--- config.mk ---
export PLATFORM = sky130hd
export DESIGN_NAME = voxel_density_clustering
export DESIGN_NICKNAME = d
export VERILOG_FILES = /design/src/hdl/vdc_pkg.sv /design/src/hdl/vdc_ram.sv /design/src/hdl/vdc_front.sv /design/src/hdl/vdc_back.sv /design/src/hdl/voxel_density_clustering.sv
export SDC_FILE = /design/constraint.sdc
export NUM_CORES = 2
export LEC_CHECK = 0
export BUFFER_PORTS_ARGS = -buffer_cell sky130_fd_sc_hd__buf_2
export CAP_MARGIN = 20
export CELL_PAD_IN_SITES_DETAIL_PLACEMENT = 0
export CELL_PAD_IN_SITES_GLOBAL_PLACEMENT = 1
export CORE_MARGIN = 2
export CORE_UTILIZATION = 55
export DETAILED_ROUTE_END_ITERATION = 6
export HOLD_SLACK_MARGIN = 0.02
export PLACE_DENSITY = 0.91
export SYNTH_ARGS = -nofsm -noshare
export SYNTH_HDL_FRONTEND = slang
export SYNTH_SLANG_ARGS = --single-unit
--- constraint.sdc ---
create_clock -name clk -period 17.62 [get_ports clk]
set_input_delay 3.524 -clock clk [delete_from_list [all_inputs] [get_ports clk]]
set_output_delay 3.524 -clock clk [all_outputs]
set_load 0.02 [all_outputs]
--- src/hdl/vdc_pkg.sv ---
// Package for the voxel density clustering block: widths, defaults, state codes.
// No dependencies.
`timescale 1ns / 1ps
package vdc_pkg;
  localparam int MaxVoxelsDefault = 64;
  localparam int CoordBitsDefault = 8;
  localparam int MinW  = 7;
  localparam int DistW = 18;
  localparam int IdxW  = 6;
  localparam int CntW  = 7;
  localparam int InW   = 8;
  localparam logic [MinW-1:0]  MinReset  = 7'd1;
  localparam logic [DistW-1:0] DistReset = 18'd4;

  typedef enum logic [0:0] {
    REG_MIN_NEIGHBORS = 1'b0,
    REG_MAX_DIST_SQ   = 1'b1
  } reg_idx_t;

  typedef enum logic [2:0] {
    ST_LOAD,
    ST_SEED,
    ST_SCAN,
    ST_PUSH,
    ST_EMIT
  } state_t;

  // One queued command from front to back: an accepted voxel.
  typedef struct packed {
    logic [InW-1:0] x;
    logic [InW-1:0] y;
    logic [InW-1:0] z;
    logic           final_voxel;
  } vox_cmd_t;
endpackage

--- src/hdl/vdc_ram.sv ---
// Generic single-write, single-read RAM with registered read data.
// No dependencies.
`timescale 1ns / 1ps
module vdc_ram #(
  parameter int Width = 8,
  parameter int Depth = 64
) (
  input  logic                     clk,
  input  logic                     we,
  input  logic [$clog2(Depth)-1:0] waddr,
  input  logic [Width-1:0]         wdata,
  input  logic [$clog2(Depth)-1:0] raddr,
  output logic [Width-1:0]         rdata
);
  logic [Width-1:0] mem [Depth];

  // Write port and registered read port
  always_ff @(posedge clk) begin
    if (we) begin
      mem[waddr] <= wdata;
    end
    rdata <= mem[raddr];
  end
endmodule

--- src/hdl/vdc_front.sv ---
// Front end: takes voxel transactions into a short command queue.
// Depends on vdc_pkg.
`timescale 1ns / 1ps
module vdc_front (
  input  logic              clk,
  input  logic              rst,
  input  logic              start,
  output logic              busy,
  input  vdc_pkg::vox_cmd_t cmd_in,
  output logic              cmd_valid,
  output vdc_pkg::vox_cmd_t cmd_out,
  input  logic              cmd_pop,
  input  logic              back_busy
);
  import vdc_pkg::*;

  vox_cmd_t q [2];
  logic     wr_ptr;
  logic     rd_ptr;
  logic [1:0] fill;
  logic     push;
  logic     final_pending;

  // Hold off new voxels while the queue is full, a set is clustering or a final voxel is queued
  assign busy = (fill == 2'd2) || back_busy || final_pending;
  assign push = start && !busy;
  assign cmd_valid = (fill != 2'd0);
  assign cmd_out = q[rd_ptr];

  always_ff @(posedge clk) begin
    if (push) begin
      q[wr_ptr] <= cmd_in;
    end
    if (rst) begin
      wr_ptr <= 1'b0;
      rd_ptr <= 1'b0;
      fill <= 2'd0;
      final_pending <= 1'b0;
    end else begin
      if (push) begin
        wr_ptr <= ~wr_ptr;
      end
      if (cmd_pop) begin
        rd_ptr <= ~rd_ptr;
      end
      fill <= fill + {1'b0, push} - {1'b0, cmd_pop};
      if (push && cmd_in.final_voxel) begin
        final_pending <= 1'b1;
      end else if (cmd_pop && cmd_out.final_voxel) begin
        final_pending <= 1'b0;
      end
    end
  end

  a_no_overfill: assert property (@(posedge clk) disable iff (rst)
    fill == 2'd2 |-> !push) else $error("queue overfill");
  a_pop_valid: assert property (@(posedge clk) disable iff (rst)
    cmd_pop |-> cmd_valid) else $error("pop from empty queue");
  a_fill_range: assert property (@(posedge clk) disable iff (rst)
    fill != 2'd3) else $error("bad fill");
endmodule

--- src/hdl/vdc_back.sv ---
// Back end: stores voxels, runs the seed/scan/push clustering sequencer, emits labels.
// Depends on vdc_pkg and vdc_ram.
`timescale 1ns / 1ps
module vdc_back #(
  parameter int MaxVoxels = vdc_pkg::MaxVoxelsDefault,
  parameter int CoordBits = vdc_pkg::CoordBitsDefault
) (
  input  logic                      clk,
  input  logic                      rst,
  input  logic                      cmd_valid,
  input  vdc_pkg::vox_cmd_t         cmd,
  output logic                      cmd_pop,
  output logic                      back_busy,
  input  logic [vdc_pkg::MinW-1:0]  min_neighbors,
  input  logic [vdc_pkg::DistW-1:0] max_distance_squared,
  output logic                      done,
  output logic [vdc_pkg::IdxW-1:0]  voxel_index,
  output logic [vdc_pkg::IdxW-1:0]  cluster_id,
  output logic [vdc_pkg::CntW-1:0]  cluster_count,
  output logic                      overflow,
  output logic                      last_result
);
  import vdc_pkg::*;

  localparam int AW = $clog2(MaxVoxels);
  localparam int NW = $clog2(MaxVoxels + 1);
  localparam int CW = 3 * CoordBits;
  localparam int SqW = 2 * CoordBits + 2;
  localparam int CmpW = (SqW > DistW) ? SqW : DistW;

  state_t state, state_next;

  logic [NW-1:0] n;
  logic          ovf;
  logic [MaxVoxels-1:0] assigned;
  logic [MaxVoxels-1:0] marks;
  logic [AW-1:0] q_head;
  logic [NW-1:0] q_len;
  logic [CntW-1:0] next_id;
  logic [NW-1:0] clustered;
  logic [AW-1:0] origin;
  logic [CW-1:0] origin_c;
  logic [NW-1:0] j;
  logic          rd_ok;
  logic [NW-1:0] cnt;
  logic [MaxVoxels-1:0] cand;
  logic [NW-1:0] pj;
  logic [NW-1:0] ei;
  logic          lat;

  logic          ram_we;
  logic [AW-1:0] ram_waddr;
  logic [CW-1:0] ram_wdata;
  logic [AW-1:0] ram_raddr;
  logic [CW-1:0] ram_rdata;

  logic          q_we;
  logic [AW-1:0] q_waddr;
  logic [AW-1:0] q_wdata;
  logic [AW-1:0] q_rdata;

  logic            lab_we;
  logic [AW-1:0]   lab_waddr;
  logic [IdxW-1:0] lab_wdata;
  logic [AW-1:0]   lab_raddr;
  logic [IdxW-1:0] lab_rdata;

  logic [AW-1:0] seed_idx;
  logic          seed_found;
  logic [SqW-1:0] d2;
  logic          near;

  logic          seed_go;
  logic          is_core;
  logic          cand_push;
  logic          push_end;
  logic          origin_take;

  vdc_ram #(.Width(CW), .Depth(1 << AW)) u_coords (
    .clk(clk), .we(ram_we), .waddr(ram_waddr), .wdata(ram_wdata),
    .raddr(ram_raddr), .rdata(ram_rdata));

  // Pending origin queue; the head entry is held on the read data
  vdc_ram #(.Width(AW), .Depth(1 << AW)) u_queue (
    .clk(clk), .we(q_we), .waddr(q_waddr), .wdata(q_wdata),
    .raddr(q_head), .rdata(q_rdata));

  // Cluster labels
  vdc_ram #(.Width(IdxW), .Depth(1 << AW)) u_labels (
    .clk(clk), .we(lab_we), .waddr(lab_waddr), .wdata(lab_wdata),
    .raddr(lab_raddr), .rdata(lab_rdata));

  // Load port
  assign cmd_pop   = (state == ST_LOAD) && cmd_valid;
  assign ram_we    = cmd_pop && (n < NW'(MaxVoxels));
  assign ram_waddr = n[AW-1:0];
  assign ram_wdata = {CoordBits'(cmd.z), CoordBits'(cmd.y), CoordBits'(cmd.x)};
  assign back_busy = (state != ST_LOAD);

  // Current origin is the queue head
  assign origin = q_rdata;

  // Read address: origin fetch at scan start, then sweep j
  assign ram_raddr = (state == ST_SCAN && lat) ? j[AW-1:0] : origin;

  // Sequencer events
  assign seed_go = (state == ST_SEED) && (q_len == '0) && (clustered < n) && seed_found;
  assign is_core = (cnt >= NW'(min_neighbors)) &&
                   ({1'b0, min_neighbors} <= {1'b0, CntW'(MaxVoxels)});
  assign cand_push = (state == ST_PUSH) && (pj < n) && cand[pj[AW-1:0]] && is_core;
  assign push_end = (state == ST_PUSH) && (pj >= n);
  assign origin_take = push_end && is_core && !assigned[origin];

  // Queue append at the tail
  assign q_we    = seed_go || cand_push;
  assign q_waddr = AW'(q_head + q_len[AW-1:0]);
  assign q_wdata = seed_go ? seed_idx : pj[AW-1:0];

  // Label writes: new seed or a core origin joining the current cluster
  always_comb begin
    lab_we = 1'b0;
    lab_waddr = seed_idx;
    lab_wdata = next_id[IdxW-1:0];
    if (seed_go) begin
      lab_we = 1'b1;
    end else if (origin_take) begin
      lab_we = 1'b1;
      lab_waddr = origin;
      lab_wdata = IdxW'(next_id - 1'b1);
    end
  end

  // Label read runs one ahead of the emitted index
  assign lab_raddr = (state == ST_EMIT) ? AW'(ei + 1'b1) : ei[AW-1:0];

  // Lowest unassigned stored voxel
  always_comb begin
    seed_idx = '0;
    seed_found = 1'b0;
    for (int k = MaxVoxels - 1; k >= 0; k--) begin
      if (!assigned[k] && NW'(k) < n) begin
        seed_idx = AW'(k);
        seed_found = 1'b1;
      end
    end
  end

  // Squared distance of the registered read against the origin
  always_comb begin
    logic [CoordBits-1:0] a, b, d;
    d2 = '0;
    for (int s = 0; s < 3; s++) begin
      a = origin_c[s*CoordBits +: CoordBits];
      b = ram_rdata[s*CoordBits +: CoordBits];
      d = (a > b) ? a - b : b - a;
      d2 = d2 + SqW'(d) * SqW'(d);
    end
    near = (CmpW'(d2) <= CmpW'(max_distance_squared));
  end

  // Next state
  always_comb begin
    state_next = state;
    unique case (state)
      ST_LOAD: if (cmd_pop && cmd.final_voxel) state_next = (n == '0 && ram_we == 1'b0) ?
                 ST_LOAD : ST_SEED;
      ST_SEED: begin
        if (q_len != '0) state_next = ST_SCAN;
        else if (clustered >= n) state_next = ST_EMIT;
      end
      ST_SCAN: if (rd_ok && j >= n) state_next = ST_PUSH;
      ST_PUSH: if (pj >= n) state_next = ST_SEED;
      ST_EMIT: if (ei + 1'b1 >= n) state_next = ST_LOAD;
      default: state_next = ST_LOAD;
    endcase
  end

  // Outputs
  always_comb begin
    done = 1'b0;
    voxel_index = ei[IdxW-1:0];
    cluster_id = lab_rdata;
    cluster_count = next_id;
    overflow = ovf;
    last_result = (ei + 1'b1 == n);
    unique case (state)
      ST_EMIT: done = 1'b1;
      default: done = 1'b0;
    endcase
  end

  always_ff @(posedge clk) begin
    if (rst) begin
      state <= ST_LOAD;
      n <= '0;
      ovf <= 1'b0;
      assigned <= '0;
      marks <= '0;
      q_head <= '0;
      q_len <= '0;
      next_id <= '0;
      clustered <= '0;
      j <= '0;
      lat <= 1'b0;
      rd_ok <= 1'b0;
      cnt <= '0;
      cand <= '0;
      pj <= '0;
      ei <= '0;
    end else begin
      state <= state_next;
      unique case (state)
        ST_LOAD: begin
          if (cmd_pop) begin
            if (n < NW'(MaxVoxels)) n <= n + 1'b1;
            else ovf <= 1'b1;
          end
          assigned <= '0;
          marks <= '0;
          q_head <= '0;
          q_len <= '0;
          next_id <= '0;
          clustered <= '0;
          ei <= '0;
        end
        ST_SEED: begin
          if (seed_go) begin
            assigned[seed_idx] <= 1'b1;
            next_id <= next_id + 1'b1;
            clustered <= clustered + 1'b1;
            marks[seed_idx] <= 1'b1;
            q_len <= q_len + 1'b1;
          end
          j <= '0;
          lat <= 1'b0;
          rd_ok <= 1'b0;
          cnt <= '0;
          cand <= '0;
        end
        ST_SCAN: begin
          if (!lat) begin
            // origin read issued this cycle
            lat <= 1'b1;
          end else if (!rd_ok) begin
            origin_c <= ram_rdata;
            rd_ok <= 1'b1;
            j <= j + 1'b1;
          end else begin
            // ram_rdata holds voxel j-1
            if (NW'(j - 1'b1) != NW'(origin) && near) begin
              cnt <= cnt + 1'b1;
              if (!assigned[AW'(j - 1'b1)] && !marks[AW'(j - 1'b1)])
                cand[AW'(j - 1'b1)] <= 1'b1;
            end
            if (j < n) j <= j + 1'b1;
          end
          pj <= '0;
        end
        ST_PUSH: begin
          if (pj < n) begin
            if (cand_push) begin
              marks[pj[AW-1:0]] <= 1'b1;
              q_len <= q_len + 1'b1;
            end
            pj <= pj + 1'b1;
          end else begin
            if (origin_take) begin
              assigned[origin] <= 1'b1;
              clustered <= clustered + 1'b1;
            end
            marks[origin] <= 1'b0;
            q_head <= q_head + 1'b1;
            q_len <= q_len - 1'b1;
          end
        end
        ST_EMIT: begin
          ei <= ei + 1'b1;
          if (ei + 1'b1 >= n) begin
            n <= '0;
            ovf <= 1'b0;
          end
        end
        default: ;
      endcase
    end
  end

  a_emit_order: assert property (@(posedge clk) disable iff (rst)
    state == ST_EMIT && ei + 1'b1 < n |=> state == ST_EMIT && ei == $past(ei) + 1'b1)
    else $error("emit order broken");
  a_qlen: assert property (@(posedge clk) disable iff (rst)
    q_len <= NW'(MaxVoxels)) else $error("queue length beyond capacity");
  a_no_load_busy: assert property (@(posedge clk) disable iff (rst)
    cmd_pop |-> state == ST_LOAD) else $error("pop outside load");
endmodule

--- src/hdl/voxel_density_clustering.sv ---
// Top level of the voxel density clustering block: configuration registers,
// front queue and clustering back end. Depends on vdc_pkg, vdc_front, vdc_back.
`timescale 1ns / 1ps
// Voxels are loaded one per start transaction, accepted while busy is low.
// The transaction with final_voxel set closes the set; busy then stays high while
// the sequencer clusters: each queued origin sweeps the coordinate RAM once.
// Afterwards one result per voxel is driven back to back with done high; the
// receiver cannot stall.
module voxel_density_clustering #(
  parameter int MaxVoxels = vdc_pkg::MaxVoxelsDefault,
  parameter int CoordBits = vdc_pkg::CoordBitsDefault
) (
  input  logic       clk,
  input  logic       rst,
  input  logic       start,
  output logic       busy,
  input  logic [7:0] pos_x,
  input  logic [7:0] pos_y,
  input  logic [7:0] pos_z,
  input  logic       final_voxel,
  input  logic       cfg_we,
  input  logic       cfg_index,
  input  logic [17:0] cfg_data,
  output logic       done,
  output logic [5:0] voxel_index,
  output logic [5:0] cluster_id,
  output logic [6:0] cluster_count,
  output logic       overflow,
  output logic       last_result
);
  import vdc_pkg::*;

  logic [MinW-1:0]  min_neighbors;
  logic [DistW-1:0] max_distance_squared;
  vox_cmd_t cmd_in, cmd;
  logic cmd_valid, cmd_pop, back_busy;

  // Configuration registers
  always_ff @(posedge clk) begin
    if (rst) begin
      min_neighbors <= MinReset;
      max_distance_squared <= DistReset;
    end else if (cfg_we) begin
      unique case (reg_idx_t'(cfg_index))
        REG_MIN_NEIGHBORS: min_neighbors <= cfg_data[MinW-1:0];
        REG_MAX_DIST_SQ:   max_distance_squared <= cfg_data;
        default: ;
      endcase
    end
  end

  assign cmd_in = '{x: pos_x, y: pos_y, z: pos_z, final_voxel: final_voxel};

  vdc_front u_front (
    .clk(clk), .rst(rst), .start(start), .busy(busy), .cmd_in(cmd_in),
    .cmd_valid(cmd_valid), .cmd_out(cmd), .cmd_pop(cmd_pop), .back_busy(back_busy));

  vdc_back #(.MaxVoxels(MaxVoxels), .CoordBits(CoordBits)) u_back (
    .clk(clk), .rst(rst), .cmd_valid(cmd_valid), .cmd(cmd), .cmd_pop(cmd_pop),
    .back_busy(back_busy), .min_neighbors(min_neighbors),
    .max_distance_squared(max_distance_squared), .done(done),
    .voxel_index(voxel_index), .cluster_id(cluster_id),
    .cluster_count(cluster_count), .overflow(overflow), .last_result(last_result));
endmodule

Word-level counts from Yosys, hierarchy flattened
Memories as Yosys holds them, arrays and structs flattened. A register that Yosys moved wholly into a read port is not among the register bits.
Index checks and enable logic that the tools add are counted.

word-level totals
  register bits after elaboration = 314
  memory bits (writable) = 2,354
  output and inout port bits = 23
  logic and storage cells = 588
  memories kept = 4

memories
  name                 words  width  read ports  clocked after Yosys merged registers in  write ports  line             RTL
  u_back.u_coords.mem  64     24     1           1                                        1            vdc_ram.sv:15    logic [Width-1:0] mem [Depth];
  u_back.u_labels.mem  64     6      1           1                                        1            vdc_ram.sv:15
  u_back.u_queue.mem   64     6      1           1                                        1            vdc_ram.sv:15
  u_front.q            2      25     1           1                                        1            vdc_front.sv:17  vox_cmd_t q [2];

operators by class
  add/sub/neg operators = 23
  multipliers = 3
  order comparisons = 86
  equal/unequal tests = 25
  mux-type cells = 224
  bitwise logic cells = 13
  reduce and logical (&&, ||, !) cells = 187

operators with widths
  cell                                                        count
  2-to-1 mux 64 bit                                           10
  2-to-1 mux 6 bit                                            72
  case mux 64 bit (3 select lines)                            2
  OR 64 bit                                                   5
  less-than comparator 6 x 7 -> 1 bit, first input constant   32
  case mux 64 bit (2 select lines)                            1
  2-to-1 mux 7 bit                                            17
  less-than comparator 5 x 7 -> 1 bit, first input constant   16
  2-to-1 mux 1 bit                                            92
  logical AND 1 bit                                           88
  case mux 7 bit (2 select lines)                             6
  logical NOT 1 bit                                           68
  bitwise AND 64 bit                                          1
  inverter 64 bit                                             1
  adder 7 x 1 -> 7 bit, second input constant                 8
  less-than comparator 4 x 7 -> 1 bit, first input constant   8
  multiplier 8 x 8 -> 16 bit                                  3
  subtractor 8 bit                                            6
  case mux 7 bit (3 select lines)                             2
  >= comparator 7 bit                                         5
  less-than comparator 3 x 7 -> 1 bit, first input constant   4
  less-than comparator 6 x 7 -> 1 bit, second input constant  4
  binary-select mux 1 bit (select 6 bit)                      4
  demux 1 bit (select 6 bit)                                  4
  42 further kinds                                            102

Depth between registers and ports, before layout
  depth in word-level cells = 73
  mapped depth = 55
  mapped depth without buffers = 53

By module
From an unflattened synthesis, not the netlist that was laid out.

second synthesis, totals
  cell total of the unflattened synthesis = 7,541
  area, all modules = 119,124.2 µm²

modules (own cells, without submodules)
  module                          times used  cells an instance  area an instance (µm²)  seq. area each (µm²)
  vdc_ram at u_back.u_coords      1           2,611              59,330.7                46,604.7
  vdc_ram at u_back.u_labels ...  2           720                15,225.9                11,651.2
  vdc_back                        1           3,272              26,115.0                5,925.7
  vdc_front                       1           109                2,099.5                 1,621.6
  voxel_density_clustering        1           109                1,127.3                 500.5

Worst setup path after synthesis
No wires, ideal clock.

  kind = reg2reg
  from = register u_back.origin_c[2]
  to = register u_back.cand[56]
  library setup time = 0.060 ns
  data arrival time = 12.383 ns
  required time = 17.560 ns
  slack = 5.178 ns
  stages on the path, launching flop included = 50
  path buffers = 3
  cell sequence = edfxtp_1 > ha_1 > clkbuf_1 > a21o_1 > a21o_1 > a21oi_1 > o21ai_0 > a21oi_1 > nor2_1 > o221ai_1 > a221oi_1 > xor2_1 > clkbuf_1 > nor2_1 > fa_1 > inv_1 > fa_1 > fa_1 > [14 not listed] > ha_1 > a21oi_1 > o21bai_1 > a21oi_1 > o21bai_1 > a211oi_1 > o21ai_0 > a31o_2 > a21oi_1 > xnor2_1 > ha_1 > a21oi_1 > o2111ai_1 > a211oi_1 > nand3_1 > nor3_1 > buf_2 > a22o_1

between the ends
  word-level cells in the longest chain between the ends = 9

ends and longest elaborated chain
  item                                                    line             RTL
  start: declaration                                      vdc_back.sv:42   logic [CW-1:0] origin_c;
  start signal: assignment                                vdc_back.sv:245  origin_c <= ram_rdata;
  subtractor 8 bit or > comparator 8 bit (tied branches)  vdc_back.sv:155  d = (a > b) ? a - b : b - a;
  2-to-1 mux 8 bit *                                      vdc_back.sv:155
  multiplier 8 x 8 -> 16 bit *                            vdc_back.sv:156  d2 = d2 + SqW'(d) * SqW'(d);
  adder 16 x 16 -> 17 bit *                               vdc_back.sv:156
  adder 18 x 16 -> 18 bit *                               vdc_back.sv:156
  <= comparator 18 bit *                                  vdc_back.sv:158  near = (CmpW'(d2) <= CmpW'(max_distance_squared));
  logical AND 1 bit *                                     vdc_back.sv:250  if (NW'(j - 1'b1) != NW'(origin) && near) begin
  inequality test 2 bit (no line) *                       -
  AND reduction 5 bit (no line) *                         -
  end signal: assignment                                  vdc_back.sv:207  cand <= '0;
  end signal: assignment                                  vdc_back.sv:238  cand <= '0;
  end signal: indexed assignment                          vdc_back.sv:253  cand[AW'(j - 1'b1)] <= 1'b1;
  end: declaration                                        vdc_back.sv:46   logic [MaxVoxels-1:0] cand;

Every way passes the cells marked *; elsewhere a longest branch is shown, timed or not.
A chain may end at the register's enable or synchronous reset.

Worst setup path after layout
  from = register u_back.origin_c[0]
  to = register u_back.cand[23]

Same word-level chain as after synthesis.

==> out/results.txt <==
The flow ran to the end, and the final reports show no timing, DRC or antenna violations. The primary flip-flop cell chosen by synthesis mapping was edfxtp_1. At the pin with the least slew margin, the transition time is 1.30 ns. The logs give 343 mm for the overall routed net length and 2.74 ns for the worst reg-to-reg setup slack. The total I/O pin count is 71, and the final-layout worst hold slack is 0.432 ns. The source of the worst register-to-register timing path was u_back.origin_c[0]. The element type at the critical path end was a flop. Global routing finished with a remaining overflow of 0. The synthesized design contains 2,705 register bits.

The path class of the tightest hold or removal check is reg -> reg. Post-route clock skew: 0.118 ns. The tools report the post-synthesis instance area as 119,000 µm². After legalization and detailed placement, the total HPWL measured 194 mm.

The cell family with the largest share of critical-path delay was adder cells. The average instance in the mapped netlist occupies 15.8 µm². Ranked by total cell area, the synthesized netlist is headed by edfxtp_1, mux4_2, dfxtp_1. The max-slew violation count is 0. Relative to the synthesized area, the layout overhead comes to 11.3%. After routing the design area is 133,000 µm². For this configuration, the core starts out at a cell density of 55.2%. The most numerous cell type found on the critical path is fa_1.

Once detail routing completed, the nets flagged for antenna violations numbered 0. For the final routed database, the setup TNS stands at 0 ns. The first global-routing pass estimated 502 mm of wire. The count of buffering cells on the critical path with inverters included works out to 7. Counting along the longest clock path gives a buffer depth of 4. The routed wire length per instance was 31.8 µm; the area of the core region was 217,000 µm². Max-cap violations in this run came to 0. Before antenna repair, the detailed router went through 7 iterations. The worst setup path is launched from a flop. Floorplan die height: 470 µm. The data arrival time of the worst path was 15.74 ns; the share of post-route cells with drive strength above 1 was 20.3%.

After detailed routing, the number of remaining DRC violations is 0. Headroom to the max-slew limit came out at 13.3%. Count of final setup violators: 0. When the netlist entered floorplanning its net count stood at 7,953. The share of synthesized flip-flops with an asynchronous set or reset works out to 0%. Entering global routing, the biggest net connects 133 pins. The tools report the die area as 221,000 µm².

Clock latency on the worst-skew pair, taken at its later pin, is 0.97 ns. The per-cell via count in the routed design was 6.94; the number of levels in the clock H-tree was 5. The count of flip-flops with a built-in enable after synthesis is 2,378. Tracing the worst setup path back leads to its startpoint at u_back.origin_c[0].

For this block, the via count after detailed routing is 74,800. STA puts the critical path data required time at 18.48 ns. TritonCTS built the clock tree.

The standard cell area after detailed placement is 124,000 µm². The tools report the final net count as 8,091. The synthesized design spends more area on one cell type than any other, namely edfxtp_1. The critical path is of the reg -> reg type. The clock drives 2,705 sinks. The share of synthesized area in the top cell type comes to 59.8%.

In this run the core area contains 171 standard-cell rows. The number of buffers added for setup after CTS is 0, and the peak fanout along the critical path is 16. The worst path in the final design needs a cycle of 14.88 ns, including I/O delays and setup.

The number of global-route vias before repair was 74,300. Root buffer cell: clkbuf_16. After synthesis, flip-flops and latches occupy 65.2% of the total area. At the end of routability-driven placement, the weighted congestion stood at 0.956.

The start point of the worst min-delay path was u_back.u_coords.rdata[7]. For this design, the CTS-stage hold fixing added 0 buffers. The final hold violation count came out at 0.

The run gives 110 as the number of distinct library cells after synthesis. The worst path uses 84.4% of the clock period. The number of clock buffers added by TritonCTS is 288.

Gates resized during post-CTS repair numbered 0. The master of the slowest instance on the critical path was nor2_1. The die is 470 µm wide.

The largest stage delay on the critical path was 0.95 ns. The library cells used most frequently in the layout, excluding fill and tap cells, are edfxtp_1, mux4_2, nand2_1. The logs give 13 for the number of antenna violations at the first check in global routing and 7,568 for the cell count after synthesis. Leaving out fill and tap cells, the most frequent cell in the layout is edfxtp_1. The detailed router's first-iteration violation count came out at 10,800.

The count of buffers inserted at the top-level ports works out to 70. The number of warnings printed during yosys synthesis was 0; the maximum achievable frequency was 67.2 MHz. Setup repair after global routing left no endpoint under its margin. The clock slew at the register clock pins of the worst setup and hold paths was 0.06 ns; the global router's overall resource usage was 30.6%.
sequential cells by signal (all words and copies together), names as in the netlist, 18 cells and up, named ones only:
name                   flops
u_back.u_coords.rdata     24
u_back.u_coords.mem     1536
max_distance_squared      18
u_back.cand               64
u_back.u_queue.mem       384
u_back.origin_c           24
u_front.q                 50
u_back.marks              64
u_back.u_labels.mem      384
u_back.assigned           64
metal layers:
layer / wire length (µm) / vias to the layer above / track usage [%]
li1: - / 29900 / -
met1: 120000 / 37600 / 40.2
met2: 162000 / 6078 / 48.6
met3: 40700 / 1193 / 7.00
met4: 19600 / 8 / 15.1
met5: 53 / - / 0
through the flow:
stage                     instances  worst slack, ns  util, %
final                         10800             2.74     61.4
after global routing          10800             1.67     61.4
after CTS                     10800             2.87     61.3
after detailed placement      10300             2.89     57.1
after global placement        10300             3.12     57.1
after floorplan                7568             5.18        -
worst paths after layout:
kind / to / cells after the start
setup / recovery: u_back.cand[23] / 49
hold reg to reg: u_back.origin_c[7] / 0
setup reg to reg: u_back.cand[23] / 49
hold / removal: u_back.origin_c[7] / 0
final cells by class:
| class | instances | area [µm²] |
|---|---|---|
| Sequential cell | 2705 | 78000 |
| Clock buffer | 361 | 7710 |
| Timing Repair Buffer | 300 | 2220 |
| Multi-Input combinational cell | 4095 | 38900 |
| Inverter | 316 | 1190 |
| Tap cell | 2854 | 3570 |
| Antenna cell | 5 | 12.5 |
| Clock inverter | 133 | 1420 |
| Fill cell | 14700 | 83500 |
cell usage after synthesis, types with 21 or more instances:
cell type	number
or2_2	26
o21a_1	21
a21o_1	45
nor2_1	483
a311oi_1	70
xnor2_1	77
a221oi_1	22
clkbuf_1	284
mux2_2	50
mux4_2	662
nor3_1	144
dfxtp_1	327
fa_1	123
ha_1	214
o221ai_1	27
buf_1	33
and2_1	104
a22o_1	66
buf_2	100
nor2b_1	40
nand3_1	105
nand4_1	31
buf_4	29
mux2i_1	48
o21ai_0	172
a22oi_1	28
edfxtp_1	2378
nand2b_1	36
inv_1	312
a31oi_1	122
o21bai_1	21
a211oi_1	166
nand2_1	489
a21oi_1	326
xor2_1	46
o22ai_1	29
cell families after synthesis:
group,after synthesis,share of synthesized area (%)
AOI/OAI and AO/OA,1287,7.36
xor gates and xnor gates,123,0.902
adders and majority gates,338,4.31
buffers and inverters,768,2.65
DFF,2705,65.2
muxes,760,13.3
and+or+nand+nor,1587,6.20
Power is not shown: default switching activity piles up to over one toggle a cycle in this logic, so the estimate is an artifact.
